## config.mk

```make
export PLATFORM = sky130hd
export DESIGN_NAME = ukt_ctrl
export DESIGN_NICKNAME = d
export VERILOG_FILES = /design/src/rtl/ukt_pkg.sv /design/src/rtl/ukt_ctrl.sv
export SDC_FILE = /design/constraint.sdc
export NUM_CORES = 1
export LEC_CHECK = 0
export BUFFER_PORTS_ARGS = -buffer_cell sky130_fd_sc_hd__buf_2
export CORE_MARGIN = 10
export CORE_UTILIZATION = 40
export DETAILED_ROUTE_END_ITERATION = 10
export PLACE_DENSITY = 0.73
export SYNTH_ARGS = -nofsm -noshare
export SYNTH_HDL_FRONTEND = slang
export SYNTH_SLANG_ARGS = --single-unit
```

## constraint.sdc

```tcl
create_clock -name clk -period 1.3 [get_ports clk]
set_input_delay 0.065 -clock clk [delete_from_list [all_inputs] [get_ports clk]]
set_output_delay 0.065 -clock clk [all_outputs]
set_load 0.005 [all_outputs]
```

## src/rtl/ukt_pkg.sv

```systemverilog
// Shared types and constants for the unique key table.
package ukt_pkg;

	localparam int DEPTH_DEF      = 64;
	localparam int NAME_BYTES_DEF = 8;
	localparam int CAP_W          = 7;
	localparam logic [CAP_W-1:0] CAP_RESET = 7'd64;

	typedef enum logic [1:0] {
		REQ_ADD    = 2'd0,
		REQ_DELETE = 2'd1,
		REQ_GET    = 2'd2,
		REQ_UPDATE = 2'd3
	} req_t;

	typedef enum logic [2:0] {
		STAT_OK      = 3'd0,
		STAT_FULL    = 3'd1,
		STAT_DUP     = 3'd2,
		STAT_MISSING = 3'd3
	} stat_t;

	typedef enum logic [1:0] {
		S_IDLE,
		S_SCAN,
		S_SHIFT,
		S_FINISH
	} state_t;

	typedef struct packed {
		logic  load_req;
		logic  scan_start;
		logic  shift_start;
		logic  run;
		logic  shift;
		logic  wr_add;
		logic  wr_upd;
		logic  cnt_inc;
		logic  cnt_dec;
		logic  out_load;
		logic  out_found;
		stat_t out_status;
	} dp_cmd_t;

	typedef struct packed {
		logic full;
		logic done;
		logic hit;
		logic nhit;
		logic out_busy;
	} dp_sts_t;

endpackage

```

## src/rtl/ukt_ctrl.sv

```systemverilog
// Controller state machine that sequences the scan, shift and write of each request.
module ukt_ctrl
	import ukt_pkg::*;
(
	input  logic       clk,
	input  logic       arst_n,
	input  logic       req_valid,
	output logic       req_ready,
	input  logic [1:0] req_type,
	input  dp_sts_t    sts,
	output dp_cmd_t    cmd
);

	state_t state_q, state_d;
	req_t   req_q;
	stat_t  stat_q, stat_d;
	logic   stat_set;

	always_ff @(posedge clk or negedge arst_n) begin
		if (!arst_n) begin
			state_q <= S_IDLE;
			req_q   <= REQ_ADD;
			stat_q  <= STAT_OK;
		end else begin
			state_q <= state_d;
			if (cmd.load_req) begin
				req_q <= req_t'(req_type);
			end
			if (stat_set) begin
				stat_q <= stat_d;
			end
		end
	end

	always_comb begin
		state_d   = state_q;
		cmd       = '0;
		req_ready = 1'b0;
		stat_set  = 1'b0;
		stat_d    = STAT_OK;
		cmd.out_status = stat_q;
		unique case (state_q)
			S_IDLE: begin
				req_ready = 1'b1;
				if (req_valid) begin
					cmd.load_req = 1'b1;
					if (req_t'(req_type) == REQ_ADD && sts.full) begin
						stat_set = 1'b1;
						stat_d   = STAT_FULL;
						state_d  = S_FINISH;
					end else begin
						cmd.scan_start = 1'b1;
						state_d        = S_SCAN;
					end
				end
			end
			S_SCAN: begin
				cmd.run = 1'b1;
				if (sts.done) begin
					stat_set = 1'b1;
					state_d  = S_FINISH;
					unique case (req_q)
						REQ_ADD: begin
							if (sts.hit) begin
								stat_d = STAT_DUP;
							end else begin
								cmd.wr_add  = 1'b1;
								cmd.cnt_inc = 1'b1;
							end
						end
						REQ_DELETE: begin
							if (!sts.hit) begin
								stat_d = STAT_MISSING;
							end else begin
								cmd.shift_start = 1'b1;
								state_d         = S_SHIFT;
							end
						end
						REQ_GET: begin
							if (!sts.hit) begin
								stat_d = STAT_MISSING;
							end
						end
						REQ_UPDATE: begin
							if (!sts.hit) begin
								stat_d = STAT_MISSING;
							end else if (sts.nhit) begin
								stat_d = STAT_DUP;
							end else begin
								cmd.wr_upd = 1'b1;
							end
						end
						default: stat_d = STAT_OK;
					endcase
				end
			end
			S_SHIFT: begin
				cmd.run   = 1'b1;
				cmd.shift = 1'b1;
				if (sts.done) begin
					cmd.cnt_dec = 1'b1;
					state_d     = S_FINISH;
				end
			end
			S_FINISH: begin
				if (!sts.out_busy) begin
					cmd.out_load  = 1'b1;
					cmd.out_found = (req_q == REQ_GET) && (stat_q == STAT_OK);
					state_d       = S_IDLE;
				end
			end
			default: state_d = S_IDLE;
		endcase
	end

endmodule

```

==> flow_summary.toml <==
[sta]
worst_clock_skew_ps = 9.83
final_hold_viol_count = 0
layout_setup_ws_ps = -108
finalWorstPathRequiredPeriod_ps = 1410
timing_max_transition_violations_final = 0
totalNegativeSetupSlack_ps = -981
rsz0062_at_grt = "true"
highest_attainable_clock_frequency_mhz = 710
fin_crit_sh = 1.08
setup_viol = 16

[worst_setup_path]
required_time_of_the_critical_path_ps = 1410
worst_setup_path_startpoint = "state_q[1]$_DFFE_PN0P_"
timing.rr.start = "state_q[1]$_DFFE_PN0P_"
worstPathMaxFanout = 3
worst-r2r-cell-count = 6
worst-r2r-setup-slack_ps = -110
timing.critical_path.arrival_ps = 1520
timing.setup.critical_path_class = "reg2reg"
worstSetupEndpoint = "state_q[0]$_DFFE_PN0P_"
start_kind = "register"
rr_endpoint = "state_q[0]$_DFFE_PN0P_"
end_kind = "register"

[clock_network]
cts_num_sinks = 6
cts_tree = "built"
cts_buffer_depth = 2
max_h_tree_level = 1
worst_skew_pair.late_latency_ps = 250
cts.root.buffer_cell = "clkbuf_4"
cts.clk_slew.worst_paths_ps = 50
numCtsBuffers = 3

[layout]
nFillCells = 77
multiInputGateArea_sq_um = 518
synthToLayoutAreaGrowth_pct = 89.0
finalNetCount = 126
final_cell_area_sq_mm = 0.00104
share_of_layout_cells_above_drive_strength_1 = 0.740
antenna-diode-count = 0
seq_area_sq_um = 151

[place]
globalplace.congestion = 0.765
dpl_worst_slack_ps = -115
io_buffer_count = 23
placedInstanceArea_sq_um = 777
detailedPlacementHpwl_mm = 1.33

[power]
power.ir.vdd_worst_mv = 1.29
total_leakage_power_nw = 0.516
pwr_density_cell_mw_per_mm2 = 2350

[die]
floorplan.rows = 13
coreArea_sq_mm = 0.00130
initial_utilization = 0.421
chip_height_um = 57.0
fp.dieArea_sq_mm = 0.00325
ios = 25
fp.dieW_um = 57.0

[status]
status = "complete, but fails checks"
failed_checks = "setup timing"

[logic_synthesis]
postSynth.topFlopCell = "dfrtp_1"
avgSynthCellArea_sq_um = 8.98
synth.ff_latch_count = 6
ys_async_sr_fraction = 1.00
post_synth_main_area_contributors = "dfrtp_1 (27%), ha_1 (23%), nand2_1 (4.1%), mux2i_1 (3.7%), inv_1 (3.4%)"
synth.yosys.warnings = 0
yosys.cell_types.count = 26
synth_enable_flop_cells = 0
synth.top_cell.area_share = 0.274
seq_area_frac_synth = 0.274
synth_cells = 61
synthesis.area_sq_um = 548
yosys.area.top_type = "dfrtp_1"
mappedNetlistNets = 81

[grt]
grt_max_degree = 7
grt_pass1_vias = 699
antenna_found_initial = 0
groute.usage.overall = 0.123
grt_first_pass_wirelength_mm = 3.21
grt_overflow = 0

[routing]
detail_route.first_pass.iterations = 4
post-route-drc-count = 0
remaining_antenna_violation_count = 0
route.vias.total = 619
post_drt_wl_per_cell_um = 16.4
wirelength_mm = 1.96
vias_per_cell = 5.20
initialDrtViolationCount = 8

[job]
cap_viol_max_count = 0

[worst_hold_path]
hold_path_class = "in2reg"
power breakdown:
group          total (W)  switching (W)  internal (W)
clock           0.000175      0.0000706      0.000105
sequential      0.000377      0.0000955      0.000281
combinational    0.00188       0.000831       0.00105
total            0.00243       0.000997       0.00143
timing repair:
action	CTS	global route
gates resized for setup	39	11
hold buffers	1	0
endpoints found under the hold margin	6	0
endpoints found under the setup margin	14	16
setup buffers	5	0
pin swaps	10	4
final cells by class:
class | instances | share of cell area
Inverter | 5 | 0.0205
Sequential cell | 6 | 0.146
Multi-Input combinational cell | 48 | 0.500
Clock buffer | 3 | 0.0217
Tap cell | 15 | 0.0181
Timing Repair Buffer | 42 | 0.293
kinds of logic after synthesis:
family          Yosys count  share of synthesized area
compound gates            8                      0.114
fa+ha+maj                10                      0.228
buf+inv                   7                     0.0616
flops                     6                      0.274
mux                       3                     0.0639
other cells               1                    0.00684
simple gates             26                      0.251
flip-flops by register name, indices dropped and copies added (netlist names):
signal	flops
stat_q	2
state_q	2
req_q	2
stage by stage:
| step | utilization | std cells | hold WS [ps] | total power [W] |
|---|---|---|---|---|
| 2_1_floorplan | - | 61 | -231 | 0.000959 |
| 3_3_place_gp | 0.597 | 111 | -106 | 0.00148 |
| 3_5_place_dp | 0.597 | 111 | -101 | 0.00154 |
| 4_1_cts | 0.764 | 119 | 73.7 | 0.00229 |
| 5_1_grt | 0.796 | 119 | 73.3 | 0.00261 |
| 6_report | 0.796 | 119 | 79.7 | 0.00243 |
Yosys cell counts, types with 2 or more instances:
cell	n
and3_1	2
buf_4	2
dfrtp_1	6
ha_1	10
inv_1	5
mux2i_1	2
nand2_1	6
nand3_1	2
nor2_1	5
nor2b_1	3
nor3_1	2
o21ai_0	2
routing by layer:
metal	up-vias	GRT usage	wire length [um]
met5	-	0	0
met4	0	0.0638	46
met3	6	0.0575	156
met2	23	0.212	986
met1	295	0.120	766
li1	295	-	-
critical path: stages, from the launching register on:
cell     delay, ps
dfrtp_1        370
inv_2           80
buf_4          140
ha_2           170
or2_1          230
a41oi_2        220
a31oi_4         50
how the worst min path moves through the flow:
stage | slack (ps) | depth (start not counted) | from | to
2_1_floorplan | -230 | 0 | arst_n | req_q[0]$_DFFE_PN0P_
3_3_place_gp | -110 | 1 | arst_n | stat_q[0]$_DFFE_PN0P_
3_5_place_dp | -100 | 1 | arst_n | stat_q[1]$_DFFE_PN0P_
4_1_cts | 70 | 3 | req_type[1] | req_q[1]$_DFFE_PN0P_
5_1_grt | 70 | 3 | req_type[1] | req_q[1]$_DFFE_PN0P_
6_report | 80 | 3 | req_type[1] | req_q[1]$_DFFE_PN0P_
cell usage in the layout (no fill, tap or decap), types with 2 or more instances in the layout:
cell and count:
buf_2 19, buf_4 13, buf_6 9, clkbuf_4 3
dfrtp_1 5, ha_1 3, ha_2 3, ha_4 4
inv_2 4, mux2i_1 2, nand2_1 4, nand2_4 2
nand3_2 2, nor2_1 3, nor2_2 2, nor2b_1 2
nor3b_2 2
(Power assumes the default switching activity.)
